### src/design/dofe_pkg.sv
// Shared types, codes and constants of the DMA offload front end.
package dofe_pkg;

	// Item kinds on the input channel.
	localparam logic [1:0] OP_INSTR = 2'd0;
	localparam logic [1:0] OP_READY = 2'd1;
	localparam logic [1:0] OP_DONE  = 2'd2;

	// Instruction opcodes (funct7).
	localparam logic [6:0] F7_SRC      = 7'b0000000;
	localparam logic [6:0] F7_DST      = 7'b0000001;
	localparam logic [6:0] F7_CPY_IMM  = 7'b0000010;
	localparam logic [6:0] F7_CPY      = 7'b0000011;
	localparam logic [6:0] F7_STAT_IMM = 7'b0000100;
	localparam logic [6:0] F7_STAT     = 7'b0000101;
	localparam logic [6:0] F7_STR      = 7'b0000110;
	localparam logic [6:0] F7_REP      = 7'b0000111;

	// Status selectors.
	localparam logic [31:0] STAT_DONE_ID = 32'd0;
	localparam logic [31:0] STAT_NEXT_ID = 32'd1;
	localparam logic [31:0] STAT_BUSY    = 32'd2;
	localparam logic [31:0] STAT_FULL    = 32'd3;

	// Result kinds on the output channel.
	localparam logic [1:0] KIND_RESP  = 2'd0;
	localparam logic [1:0] KIND_PUSH  = 2'd1;
	localparam logic [1:0] KIND_GRANT = 2'd2;
	localparam logic [1:0] KIND_IRQ   = 2'd3;

	localparam int IdStartDefault    = 2;
	localparam int QueueDepthDefault = 4;

	typedef struct packed {
		logic [63:0] src;
		logic [63:0] dst;
		logic [31:0] length;
		logic [31:0] sstride;
		logic [31:0] dstride;
		logic [31:0] reps;
		logic [1:0]  cfg;
	} dma_req_t;

	// One queue entry describes all beats caused by one input item. With pair
	// set, a request push beat goes out first, then the final beat.
	typedef struct packed {
		logic        pair;
		logic [1:0]  kind;
		logic        granted;
		logic [31:0] value;
		logic        busy;
		dma_req_t    req;
	} q_entry_t;

endpackage

### src/design/dofe_ifs.sv
// Valid/ready channel interfaces for input items and result beats.
interface dofe_in_if;
	logic        valid;
	logic        ready;
	logic [1:0]  op;
	logic [6:0]  funct7;
	logic [31:0] arg_a;
	logic [31:0] arg_b;
	logic        fifo_can_accept;
	logic        engine_busy;

	modport source (output valid, op, funct7, arg_a, arg_b, fifo_can_accept, engine_busy,
		input ready);
	modport sink (input valid, op, funct7, arg_a, arg_b, fifo_can_accept, engine_busy,
		output ready);
endinterface

interface dofe_out_if;
	logic        valid;
	logic        ready;
	logic [1:0]  kind;
	logic        granted;
	logic [31:0] result_value;
	logic [63:0] req_src;
	logic [63:0] req_dst;
	logic [31:0] req_length;
	logic [31:0] req_src_stride;
	logic [31:0] req_dst_stride;
	logic [31:0] req_reps;
	logic [1:0]  req_config;
	logic        busy_res;
	logic        last;

	modport source (output valid, kind, granted, result_value, req_src, req_dst, req_length,
		req_src_stride, req_dst_stride, req_reps, req_config, busy_res, last, input ready);
	modport sink (input valid, kind, granted, result_value, req_src, req_dst, req_length,
		req_src_stride, req_dst_stride, req_reps, req_config, busy_res, last, output ready);
endinterface

### src/design/dofe_front.sv
// Front part: accepts items, keeps the instruction state and transfer ids, and queues results.
module dofe_front #(
	parameter int IdStart = dofe_pkg::IdStartDefault
) (
	input  logic               clk,
	input  logic               arst_n,
	dofe_in_if.sink            item,
	input  logic               q_full,
	output logic               q_push,
	output dofe_pkg::q_entry_t q_entry
);
	import dofe_pkg::*;

	localparam logic [31:0] IdFirst = 32'(IdStart);

	logic [63:0] src_q, src_d;
	logic [63:0] dst_q, dst_d;
	logic [31:0] sstride_q, sstride_d;
	logic [31:0] dstride_q, dstride_d;
	logic [31:0] reps_q, reps_d;
	logic [31:0] next_id_q, next_id_d;
	logic [31:0] done_id_q, done_id_d;
	logic        stall_q, stall_d;
	logic        replay_q, replay_d;
	dma_req_t    stall_req_q;
	logic [31:0] stall_tid_q;
	logic [31:0] replay_id_q;
	logic        stall_load;
	logic        replay_load;
	logic        acc;
	dma_req_t    new_req;

	function automatic logic [31:0] bump_id(input logic [31:0] v);
		logic [31:0] n;
		n = v + 32'd1;
		if (n < IdFirst) n = IdFirst;
		return n;
	endfunction

	assign item.ready = !q_full;
	assign acc = item.valid && !q_full;

	always_comb begin
		new_req.src     = src_q;
		new_req.dst     = dst_q;
		new_req.length  = item.arg_a;
		new_req.sstride = sstride_q;
		new_req.dstride = dstride_q;
		new_req.reps    = reps_q;
		new_req.cfg     = item.arg_b[1:0];
	end

	always_comb begin
		src_d       = src_q;
		dst_d       = dst_q;
		sstride_d   = sstride_q;
		dstride_d   = dstride_q;
		reps_d      = reps_q;
		next_id_d   = next_id_q;
		done_id_d   = done_id_q;
		stall_d     = stall_q;
		replay_d    = replay_q;
		stall_load  = 1'b0;
		replay_load = 1'b0;
		q_push      = 1'b0;
		q_entry     = '0;
		if (acc) begin
			case (item.op)
				OP_INSTR: begin
					q_push          = 1'b1;
					q_entry.kind    = KIND_RESP;
					q_entry.granted = 1'b1;
					case (item.funct7)
						F7_SRC: src_d = {item.arg_b, item.arg_a};
						F7_DST: dst_d = {item.arg_b, item.arg_a};
						F7_STR: begin
							sstride_d = item.arg_a;
							dstride_d = item.arg_b;
						end
						F7_REP: reps_d = item.arg_a;
						F7_CPY, F7_CPY_IMM: begin
							if (stall_q) begin
								q_entry.granted = 1'b0;
								q_entry.value   = stall_tid_q;
							end else if (replay_q) begin
								replay_d      = 1'b0;
								q_entry.value = replay_id_q;
							end else begin
								q_entry.value = next_id_q;
								next_id_d     = bump_id(next_id_q);
								if (item.fifo_can_accept) begin
									q_entry.pair = 1'b1;
									q_entry.req  = new_req;
								end else begin
									stall_d         = 1'b1;
									stall_load      = 1'b1;
									q_entry.granted = 1'b0;
								end
							end
						end
						F7_STAT, F7_STAT_IMM: begin
							case (item.arg_b)
								STAT_DONE_ID: q_entry.value = done_id_q;
								STAT_NEXT_ID: q_entry.value = next_id_q + 32'd1;
								STAT_BUSY:    q_entry.value =
									{31'd0, (next_id_q - done_id_q) != 32'd1};
								STAT_FULL:    q_entry.value = {31'd0, !item.fifo_can_accept};
								default:      q_entry.value = '0;
							endcase
						end
						default: ;
					endcase
					q_entry.busy = item.engine_busy || stall_d;
				end
				OP_READY: begin
					if (stall_q && item.fifo_can_accept) begin
						stall_d       = 1'b0;
						replay_d      = 1'b1;
						replay_load   = 1'b1;
						q_push        = 1'b1;
						q_entry.pair  = 1'b1;
						q_entry.kind  = KIND_GRANT;
						q_entry.value = stall_tid_q;
						q_entry.req   = stall_req_q;
						q_entry.busy  = item.engine_busy;
					end
				end
				OP_DONE: begin
					done_id_d    = bump_id(done_id_q);
					q_push       = 1'b1;
					q_entry.kind = KIND_IRQ;
					q_entry.busy = item.engine_busy || stall_q;
				end
				default: ;
			endcase
		end
	end

	always_ff @(posedge clk or negedge arst_n) begin
		if (!arst_n) begin
			src_q     <= '0;
			dst_q     <= '0;
			sstride_q <= '0;
			dstride_q <= '0;
			reps_q    <= '0;
			next_id_q <= IdFirst;
			done_id_q <= IdFirst - 32'd1;
			stall_q   <= 1'b0;
			replay_q  <= 1'b0;
		end else begin
			src_q     <= src_d;
			dst_q     <= dst_d;
			sstride_q <= sstride_d;
			dstride_q <= dstride_d;
			reps_q    <= reps_d;
			next_id_q <= next_id_d;
			done_id_q <= done_id_d;
			stall_q   <= stall_d;
			replay_q  <= replay_d;
		end
	end

	always_ff @(posedge clk) begin
		if (stall_load) begin
			stall_req_q <= new_req;
			stall_tid_q <= next_id_q;
		end
		if (replay_load) replay_id_q <= stall_tid_q;
	end

endmodule

### src/design/dofe_queue.sv
// Short queue of result entries between the front and back parts.
module dofe_queue #(
	parameter int Depth = dofe_pkg::QueueDepthDefault
) (
	input  logic               clk,
	input  logic               arst_n,
	input  logic               push,
	input  dofe_pkg::q_entry_t push_entry,
	input  logic               pop,
	output dofe_pkg::q_entry_t head,
	output logic               full,
	output logic               empty
);
	import dofe_pkg::*;

	localparam int PtrW = (Depth > 1) ? $clog2(Depth) : 1;
	localparam int CntW = $clog2(Depth + 1);
	localparam logic [PtrW-1:0] PtrLast = PtrW'(Depth - 1);

	q_entry_t        mem_q [Depth];
	logic [PtrW-1:0] wr_ptr_q;
	logic [PtrW-1:0] rd_ptr_q;
	logic [CntW-1:0] count_q;
	logic            do_push;
	logic            do_pop;

	assign full    = (count_q == CntW'(Depth));
	assign empty   = (count_q == '0);
	assign head    = mem_q[rd_ptr_q];
	assign do_push = push && !full;
	assign do_pop  = pop && !empty;

	always_ff @(posedge clk or negedge arst_n) begin
		if (!arst_n) begin
			wr_ptr_q <= '0;
			rd_ptr_q <= '0;
			count_q  <= '0;
		end else begin
			if (do_push) wr_ptr_q <= (wr_ptr_q == PtrLast) ? '0 : wr_ptr_q + PtrW'(1);
			if (do_pop) rd_ptr_q <= (rd_ptr_q == PtrLast) ? '0 : rd_ptr_q + PtrW'(1);
			if (do_push && !do_pop) count_q <= count_q + CntW'(1);
			else if (do_pop && !do_push) count_q <= count_q - CntW'(1);
		end
	end

	always_ff @(posedge clk) begin
		if (do_push) mem_q[wr_ptr_q] <= push_entry;
	end

endmodule

### src/design/dofe_back.sv
// Back part: turns each queued entry into one or two result beats.
module dofe_back (
	input  logic               clk,
	input  logic               arst_n,
	input  dofe_pkg::q_entry_t head,
	input  logic               empty,
	output logic               pop,
	dofe_out_if.source         result
);
	import dofe_pkg::*;

	logic beat_q;
	logic first_of_pair;
	logic acc;

	// The push beat of a pair goes out before the final beat.
	assign first_of_pair = head.pair && !beat_q;
	assign acc           = result.valid && result.ready;
	assign pop           = acc && !first_of_pair;

	always_comb begin
		result.valid        = !empty;
		result.kind         = first_of_pair ? KIND_PUSH : head.kind;
		result.granted      = first_of_pair ? 1'b0 : head.granted;
		result.result_value = head.value;
		result.busy_res     = head.busy;
		result.last         = !first_of_pair;
		if (first_of_pair) begin
			result.req_src        = head.req.src;
			result.req_dst        = head.req.dst;
			result.req_length     = head.req.length;
			result.req_src_stride = head.req.sstride;
			result.req_dst_stride = head.req.dstride;
			result.req_reps       = head.req.reps;
			result.req_config     = head.req.cfg;
		end else begin
			result.req_src        = '0;
			result.req_dst        = '0;
			result.req_length     = '0;
			result.req_src_stride = '0;
			result.req_dst_stride = '0;
			result.req_reps       = '0;
			result.req_config     = '0;
		end
	end

	always_ff @(posedge clk or negedge arst_n) begin
		if (!arst_n) begin
			beat_q <= 1'b0;
		end else if (acc) begin
			beat_q <= first_of_pair;
		end
	end

endmodule

### src/design/dma_offload_frontend.sv
// Top level of the DMA offload front end: front part, result queue and back part.
// Usage:
// The item channel takes one beat per offloaded core instruction, request-FIFO-ready
// event or transfer-done event. The result channel returns, per item, zero, one or
// two beats; the last beat of an item has last set. A copy that pushes a request and
// a ready event that releases a stalled request give a push beat and then a response
// or grant notice; a done event gives one interrupt beat.
// The front part takes one item every cycle while the result queue has room; its
// state updates complete in the accept cycle. An item's first beat is offered once
// its entry reaches the queue head. The back part sends one beat per cycle while the
// receiver is ready, so an item with two beats holds the result channel for both in
// turn, and sustained throughput is set by the single result port.
// When the receiver stalls, beats wait at the queue head and the queue (QueueDepth
// entries) keeps absorbing items; item.ready falls only when it is full.
// Reset clears the address, stride and repeat registers, sets the next id to IdStart
// and the completed id to IdStart minus one, drops any stalled request and empties
// the queue. No clearing pass is needed; items are taken right after reset.
module dma_offload_frontend #(
	parameter int IdStart    = dofe_pkg::IdStartDefault,
	parameter int QueueDepth = dofe_pkg::QueueDepthDefault
) (
	input  logic       clk,
	input  logic       arst_n,
	dofe_in_if.sink    item,
	dofe_out_if.source result
);
	import dofe_pkg::*;

	q_entry_t push_entry;
	q_entry_t head;
	logic     q_push;
	logic     q_pop;
	logic     q_full;
	logic     q_empty;

	dofe_front #(
		.IdStart (IdStart)
	) u_front (
		.clk     (clk),
		.arst_n  (arst_n),
		.item    (item),
		.q_full  (q_full),
		.q_push  (q_push),
		.q_entry (push_entry)
	);

	dofe_queue #(
		.Depth (QueueDepth)
	) u_queue (
		.clk        (clk),
		.arst_n     (arst_n),
		.push       (q_push),
		.push_entry (push_entry),
		.pop        (q_pop),
		.head       (head),
		.full       (q_full),
		.empty      (q_empty)
	);

	dofe_back u_back (
		.clk    (clk),
		.arst_n (arst_n),
		.head   (head),
		.empty  (q_empty),
		.pop    (q_pop),
		.result (result)
	);

endmodule

### src/flat_wrapper.sv
// flat-port wrapper written by rule: the top's interface ports become plain ports
module dma_offload_frontend_flat import dofe_pkg::*;
#(
	parameter int IdStart    = dofe_pkg::IdStartDefault,
	parameter int QueueDepth = dofe_pkg::QueueDepthDefault
)
  (clk, arst_n, item_valid, item_op, item_funct7, item_arg_a, item_arg_b, item_fifo_can_accept, item_engine_busy, item_ready, result_valid, result_kind, result_granted, result_result_value, result_req_src, result_req_dst, result_req_length, result_req_src_stride, result_req_dst_stride, result_req_reps, result_req_config, result_busy_res, result_last, result_ready);
  dofe_in_if item_i ();
  dofe_out_if result_i ();
  input  logic clk;
  input  logic arst_n;
  input wire logic [$bits(item_i.valid)-1:0] item_valid;
  input wire logic [$bits(item_i.op)-1:0] item_op;
  input wire logic [$bits(item_i.funct7)-1:0] item_funct7;
  input wire logic [$bits(item_i.arg_a)-1:0] item_arg_a;
  input wire logic [$bits(item_i.arg_b)-1:0] item_arg_b;
  input wire logic [$bits(item_i.fifo_can_accept)-1:0] item_fifo_can_accept;
  input wire logic [$bits(item_i.engine_busy)-1:0] item_engine_busy;
  output wire logic [$bits(item_i.ready)-1:0] item_ready;
  output wire logic [$bits(result_i.valid)-1:0] result_valid;
  output wire logic [$bits(result_i.kind)-1:0] result_kind;
  output wire logic [$bits(result_i.granted)-1:0] result_granted;
  output wire logic [$bits(result_i.result_value)-1:0] result_result_value;
  output wire logic [$bits(result_i.req_src)-1:0] result_req_src;
  output wire logic [$bits(result_i.req_dst)-1:0] result_req_dst;
  output wire logic [$bits(result_i.req_length)-1:0] result_req_length;
  output wire logic [$bits(result_i.req_src_stride)-1:0] result_req_src_stride;
  output wire logic [$bits(result_i.req_dst_stride)-1:0] result_req_dst_stride;
  output wire logic [$bits(result_i.req_reps)-1:0] result_req_reps;
  output wire logic [$bits(result_i.req_config)-1:0] result_req_config;
  output wire logic [$bits(result_i.busy_res)-1:0] result_busy_res;
  output wire logic [$bits(result_i.last)-1:0] result_last;
  input wire logic [$bits(result_i.ready)-1:0] result_ready;
  assign item_i.valid = item_valid;
  assign item_i.op = item_op;
  assign item_i.funct7 = item_funct7;
  assign item_i.arg_a = item_arg_a;
  assign item_i.arg_b = item_arg_b;
  assign item_i.fifo_can_accept = item_fifo_can_accept;
  assign item_i.engine_busy = item_engine_busy;
  assign item_ready = item_i.ready;
  assign result_valid = result_i.valid;
  assign result_kind = result_i.kind;
  assign result_granted = result_i.granted;
  assign result_result_value = result_i.result_value;
  assign result_req_src = result_i.req_src;
  assign result_req_dst = result_i.req_dst;
  assign result_req_length = result_i.req_length;
  assign result_req_src_stride = result_i.req_src_stride;
  assign result_req_dst_stride = result_i.req_dst_stride;
  assign result_req_reps = result_i.req_reps;
  assign result_req_config = result_i.req_config;
  assign result_busy_res = result_i.busy_res;
  assign result_last = result_i.last;
  assign result_i.ready = result_ready;
  dma_offload_frontend #(.IdStart(IdStart), .QueueDepth(QueueDepth)) u_core (.clk(clk), .arst_n(arst_n), .item(item_i), .result(result_i));
endmodule
### config.mk
export PLATFORM = sky130hd
export DESIGN_NAME = dma_offload_frontend_flat
export DESIGN_NICKNAME = d
export VERILOG_FILES = /design/src/design/dofe_pkg.sv /design/src/design/dofe_ifs.sv /design/src/design/dofe_front.sv /design/src/design/dofe_queue.sv /design/src/design/dofe_back.sv /design/src/design/dma_offload_frontend.sv /design/src/flat_wrapper.sv
export SDC_FILE = /design/constraint.sdc
export NUM_CORES = 2
export LEC_CHECK = 0
export ABC_CLOCK_PERIOD_IN_PS = 24500
export BUFFER_PORTS_ARGS = -buffer_cell sky130_fd_sc_hd__buf_2
export CAP_MARGIN = 20
export CELL_PAD_IN_SITES_DETAIL_PLACEMENT = 1
export CELL_PAD_IN_SITES_GLOBAL_PLACEMENT = 1
export CORE_MARGIN = 3
export CORE_UTILIZATION = 30
export CTS_CLUSTER_DIAMETER = 60
export DETAILED_ROUTE_END_ITERATION = 10
export PLACE_DENSITY = 0.53
export SETUP_SLACK_MARGIN = 0.4
export SLEW_MARGIN = 20
export SYNTH_ARGS = -nofsm -noshare
export SYNTH_HDL_FRONTEND = slang
export SYNTH_SLANG_ARGS = --single-unit
### constraint.sdc
create_clock -name clk -period 24.5 [get_ports clk]
set_clock_uncertainty 0.15 [all_clocks]
set_input_delay 2.45 -clock clk [delete_from_list [all_inputs] [get_ports clk]]
set_output_delay 2.45 -clock clk [all_outputs]
set_load 0.02 [all_outputs]
Word-level counts from Yosys, hierarchy flattened
Memories as Yosys holds them, arrays and structs flattened.
Index checks and enable logic that the tools add are counted.

storage, ports and cells
  register bits after elaboration = 620
  RAM bits = 1180
  input bits = 79
  output and inout bits = 297
  logic and storage cells = 149
  memories kept = 1

cells by class
  $add $sub $neg = 7
  order comparisons = 2
  equal/unequal tests = 19
  mux-type cells = 61
  bitwise gates (word level) = 2
  reduce and logical (&&, ||, !) cells = 35

memory list
  memory                words  width  rd ports  clocked after memory_dff  write ports  line              RTL
  u_core.u_queue.mem_q  4      295    1         0                         1            dofe_queue.sv:20  q_entry_t mem_q [Depth];

operators with widths
  operator                 count
  $mux W258                4
  $pmux W258 S2            1
  $mux W295                1
  $mux W291                1
  $mux W32                 7
  $mux W64                 2
  $pmux W32 S2             2
  $pmux W32 S4             1
  $add A32 B1 Y32 const B  2
  $eq A32 B2 Y1 const B    2
  $lt A32 B2 Y1 const B    2
  $mux W33                 1
  $eq A32 B1 Y1 const B    1
  $logic_not A32 Y1        1
  $ne A32 B1 Y1 const B    1
  $sub A32 B32 Y32         1
  $eq A7 B3 Y1 const B     4
  $mux W1                  28
  $reduce_and A3 Y1        5
  $eq A7 B2 Y1 const B     2
  $reduce_and A5 Y1        2
  $logic_and A1 B1 Y1      9
  $mux W3                  3
  $mux W2                  4
  other kinds (21)         39

Logic depth before layout (Yosys ltp)
  word-level depth = 9
  gate-level depth with buffers = 14
  mapped depth without buffers = 13

Modules after synthesis
A second synthesis with hierarchy kept.

second synthesis, totals
  cell total of the unflattened synthesis = 4481
  area total of the unflattened synthesis = 75203.4 sq um

by module, submodules not included
  module      times used  cells each  area each (sq um)  seq. area each (sq um)
  dofe_queue  1           1578        43002.5            35609.2
  dofe_front  1           2573        29548.3            16928.7
  dofe_back   1           330         2652.5             25.0

Worst setup path after synthesis
Ideal clock, no wire load.

  kind = in2reg
  start point = input port item_funct7[3]
  end point = register u_core.u_front.stall_req_q[0] (netlist bit), enable pin
  library setup time = 0.948 ns
  arrival time = 16.315 ns
  required time = 23.402 ns
  path slack = 7.086 ns
  stages on the path = 6
  buffers on the path = 2
  cells stage by stage = or4_1 or3b_1 clkbuf_1 or4_1 clkbuf_1 nor2_1

on the way
  longest elaborated chain between the ends = 5
  elaborated cells on any way between the ends = 6
  those cells by class = 2 x eq/ne; 3 x mux; 1 x reduce/logical

RTL lines
  item                                 line                RTL
  start, declared                      flat_wrapper.sv:14  input wire logic [$bits(item_i.funct7)-1:0] item_funct7;
  $eq A7 B2 Y1                         dofe_front.sv:73    case (item.funct7)
  $reduce_or A2 Y1 *                   dofe_front.sv:73
  $mux W1 *                            dofe_front.sv:73
  $mux W1 *                            dofe_front.sv:68    case (item.op)
  $mux W1 *                            dofe_front.sv:67    if (acc) begin
  named net u_core.u_front.stall_load  dofe_front.sv:28    logic stall_load;
  end signal, assigned                 dofe_front.sv:165   stall_req_q <= new_req;
  end, declared                        dofe_front.sv:25    dma_req_t stall_req_q;

The timed path passes the listed nets; every way through them passes the cells marked *.
A chain may end at the register's enable or synchronous reset.

Worst setup path after layout
  start point = register u_core.u_queue.rd_ptr_q[0]
  end point = output port result_req_reps[9]

on the way
  longest elaborated chain between the ends = 3

RTL lines
  item                    line                RTL
  start, declared         dofe_queue.sv:22    logic [PtrW-1:0] rd_ptr_q;
  start signal, assigned  dofe_queue.sv:40    if (do_pop) rd_ptr_q <= (rd_ptr_q == PtrLast) ? '0 : rd_ptr_q + PtrW'(1);
  $mem_v2 Z4 W295 *       -
  $logic_and A1 B1 Y1     dofe_back.sv:17     assign first_of_pair = head.pair && !beat_q;
  $mux W32 *              dofe_back.sv:28     if (first_of_pair) begin
  end, declared           flat_wrapper.sv:29  output wire logic [$bits(result_i.req_reps)-1:0] result_req_reps;

Mark *: on every way between the ends. The rest lies on a longest branch, timed or not.

==> run summary <==
Of the synthesized area, sequential elements account for 71.2%. The first global-routing pass estimated 318000 um of wire. Among all flip-flop cells after synthesis, the most frequent one is edfxtp_1. The startpoint of the worst setup timing path is u_core.u_queue.rd_ptr_q[0]$_DFFE_PN0P_. Setup violations remaining at the end of the flow were counted as 0. The worst slack after detailed placement came out at 16000 ps. The critical path is of the flop to output port type. The maximum root-to-sink buffer count is 3. The kind of path behind the tightest hold check is flop to flop.

The hold violation count in the final report is 0. The kind of end point of the critical path is an output port. The area growth from synthesis to layout is 16.6%. Routability-driven placement finished with a final weighted congestion of 0.804. The wire-length estimate of the detail-placed layout is 137000 um. At the worst endpoint, the required time is 21900 ps. From left edge to right edge, the die measures 502 um. During synthesis, Yosys emitted a total of 0 warnings. The die area is 252000 um2. The area of the core is approximately 240000 um2. The starting density of the core is 30.2%. The number of H-tree levels came out at 4. In this run switching power makes up approximately 31% of total power. The number of distinct library cells after synthesis came out at 81. The largest net degree at the start of global routing is 144. The number of gates resized after CTS is 0. The proportion of power drawn by the clock network came out at approximately a third. The clock insertion delay at the later pin of the skew report is a little over 800 ps. After synthesis, the cell types taking the most area are edfxtp_1 61%, dfrtp_1 10%, mux4_2 9.0%. The final critical-path required period is 7710 ps.

The total power per unit cell area came out at 103 nW/um2. The minimum setup slack in the final design came out at between 15000 and 20000 ps. The overall track demand over capacity in global routing came out at roughly 17%.

The number of cells produced by synthesis came out at 4387. For the worst flop-to-flop path, the logic depth is 8. Counting the fill cells in the layout gives 24.7k. In this run, the number of DRC markers left after iteration 0 of detailed routing was 3060. In the final timing run, aggregate negative setup slack is 0 ps.

In the synthesized netlist the async set-or-reset flop fraction comes to 16.6%. The count of hold-fix buffers inserted at cts came out at 0. The fraction of layout cells with a size suffix above 1 came out at 26.9%. The net count of the mapped netlist is approximately 4.5k.

The reported max-cap violation count is 0. The post-CTS setup buffer count is 0. Dividing the detail-routed via count by the number of cells gives 5.03. The startpoint type of the worst setup path is a flop. The die outline height came out at between 500 and 600 um. The count of flip-flops with a built-in enable after synthesis came out at 1502. The synthesized netlist occupies a cell area of 73800 um2. The number of global-route vias before repair is 43.1k. TritonCTS built the clock tree. The relative contribution of sequential cells to total power is 40.0%. The initialized floorplan defines 181 standard-cell rows. Setup repair after global routing left no endpoint under its margin. The flow ran to the end, and the final reports show no timing, DRC or antenna violations. The number of sinks driven by the clock tree came out at 1800. The root buffer cell chosen for the clock tree is clkbuf_16. The origin of the critical flop-to-flop path is u_core.u_queue.count_q[0]$_DFFE_PN0P_. The count of pins over their slew limit came out at 0. The pre-antenna-repair detailed-routing pass consisted of 8 iterations. The number of remaining DRC errors is 0. TritonCTS created 201 clock buffers. Once detail routing completed, the nets flagged for antenna violations numbered 0.

The final layout net count is 4879. Cells fill 35.3% of the core in the end. The worst register-to-register path has a setup slack of 18870 ps. The final routed wirelength across all metal layers is ~220000 um. The relative slew slack is 28.4%. The part of the power in combinational logic is 25.9%. edfxtp_1 takes more of the synthesized area than any other cell. In this run the critical register-to-register path is captured at u_core.u_queue.mem_q[2][21]$_DFFE_PP_.

Summing all flip-flop and latch instances after layout gives 52600 um2. The critical path data arrival time came out at 5110 ps. Based on the critical path, the design can be clocked at up to ~130 MHz. The share of synthesized area in the top cell type comes to between 60 and 70%. The worst-case IR drop observed on VDD is 0.0743 mV. The area occupied by multi-input gates is 20000 um2. The via count of the routed design came out at 41.0k. Summed over all nets, the switching power comes to 2780 uW. The internal power of the cells totals about 6100 uW. The total overflow left after global routing is 0. After layout, the worst path uses 31.5% of the clock period. The critical path ends at result_req_reps[9]. The static leakage power came out at 0.0300 uW.

The number of flip-flops and latches in the synthesized netlist is 1800. The clock-pin slew on the worst setup and hold paths is around 60 ps. The average cell area after synthesis is 16.8 um2.

The maximum fanout encountered on the critical timing path came out at 42. In the final routed layout, each cell accounts on average for 27.1 um. The count of pins on the block boundary is 376. The count of port buffers added during placement came out at ~380. The actual slew at the worst max-slew pin came out at 1070 ps.

The number of antenna violations at the first check in global routing came out at 41.
synthesized netlist by cell type, types with 38 or more instances:
cell,n
dfrtp_1,296
a22oi_1,291
mux2_2,229
xnor2_1,83
inv_1,47
mux4_2,295
nand3_1,38
a21oi_1,86
clkbuf_1,203
nand2_1,105
buf_2,49
ha_1,44
nor2b_1,265
nor2_1,405
o21ai_0,49
edfxtp_1,1502
worst min-delay path by stage:
stage,start,to,slack (ps),cells past startpoint
2_1_floorplan,u_core.u_front.next_id_q[31]$_DFFE_PN0P_,u_core.u_front.stall_tid_q[31]$_DFFE_PP_,270,0
3_3_place_gp,u_core.u_front.reps_q[1]$_DFFE_PN0P_,u_core.u_front.stall_req_q[3]$_DFFE_PP_,300,0
3_5_place_dp,u_core.u_front.sstride_q[13]$_DFFE_PN0P_,u_core.u_front.stall_req_q[79]$_DFFE_PP_,310,0
4_1_cts,u_core.u_front.reps_q[29]$_DFFE_PN0P_,u_core.u_front.stall_req_q[31]$_DFFE_PP_,310,0
5_1_grt,u_core.u_front.reps_q[29]$_DFFE_PN0P_,u_core.u_front.stall_req_q[31]$_DFFE_PP_,320,0
6_report,u_core.u_front.sstride_q[31]$_DFFE_PN0P_,u_core.u_front.stall_req_q[97]$_DFFE_PP_,310,0
flip-flops by register name (all words and copies together), names as in the netlist, 3 cells and up:
register / cells
u_core.u_front.dstride_q: 32
u_core.u_queue.count_q: 3
u_core.u_front.next_id_q: 32
u_core.u_front.stall_req_q: 258
u_core.u_front.src_q: 64
u_core.u_front.stall_tid_q: 32
u_core.u_front.reps_q: 32
u_core.u_front.done_id_q: 32
u_core.u_front.replay_id_q: 32
u_core.u_front.sstride_q: 32
u_core.u_queue.mem_q: 1180
u_core.u_front.dst_q: 64
final cells by class:
| cell class | count | share of cell area, % |
|---|---|---|
| clock buffer | 271 | 6.50 |
| timing repair buffer | 451 | 2.96 |
| inverter | 47 | 0.205 |
| multi-input combinational | 2253 | 23.3 |
| clock inverter | 109 | 1.30 |
| antenna | 11 | 0.0320 |
| sequential | 1800 | 61.1 |
| tap | 3202 | 4.65 |
kinds of logic (layout without fill, tap and decap cells):
group           after synthesis  in the layout  synth area share, %
flops                      1800           1800                 71.2
simple gates                971            971                 6.56
mux                         561            561                 13.0
compound gates              555            555                 5.23
buf+inv                     334            878                 1.81
xor+xnor                    120            120                 1.42
fa+ha+maj                    46             46                0.800
other cells                   0             11                    0
power by group through the flow:
stage               clock, uW  combinational (uW)  sequential [uW]
global placement            0                2390             3620
detailed placement          0                2400             3630
CTS                      3130                2400             3570
finish                   3040                2310             3570
global route             3260                2490             3580
floorplan                   0                1480             3640
stage by stage:
step | instances | hold slack [ps] | power, uW | area [um2]
after CTS | 8133 | 311 | 9100 | 86100
after global routing | 8135 | 325 | 9320 | 86100
after floorplan | 4387 | 273 | 5120 | 73800
after detailed placement | 7753 | 308 | 6030 | 79300
final | 8144 | 312 | 8910 | 86100
after global placement | 7753 | 302 | 6010 | 79300
per-layer routing:
metal  vias to the layer above  part of all wire, %  GRT usage (%)
li1                      17841                    -              -
met1                     21869                   45           24.0
met2                       990                   48           28.0
met3                       276                  5.0           2.82
met4                        12                  2.6           4.70
met5                         -                0.033              0
worst max-delay path, cell delays in order (launching register included):
cell and delay [ps]:
dfrtp_4 720, buf_4 650, buf_4 850, buf_4 870, mux4_2 690, nor2b_1 170, buf_2 200
placed cells by master (no fill, tap or decap), types with 11 or more instances in the layout:
cell type and instances:
a31oi_1 11, o22ai_1 30, mux4_2 295, bufinv_16 17
nand2_1 105, and3_1 24, diode_2 11, xnor2_1 83
o21a_1 11, nor4_1 20, clkbuf_16 205, nand4_1 26
inv_1 47, nor3_1 21, nand3_1 37, mux2i_1 37
clkbuf_8 22, xor2_1 37, a21o_1 12, ha_1 44
dfrtp_1 292, inv_6 12, a22oi_1 291, buf_2 374
mux2_2 229, nor2b_1 265, o21ai_0 49, buf_4 67
clkinv_1 27, a21oi_1 86, nor2_1 402, clkinv_2 40
edfxtp_1 1502, clkbuf_1 44
Power figures use the tool's default switching activity.
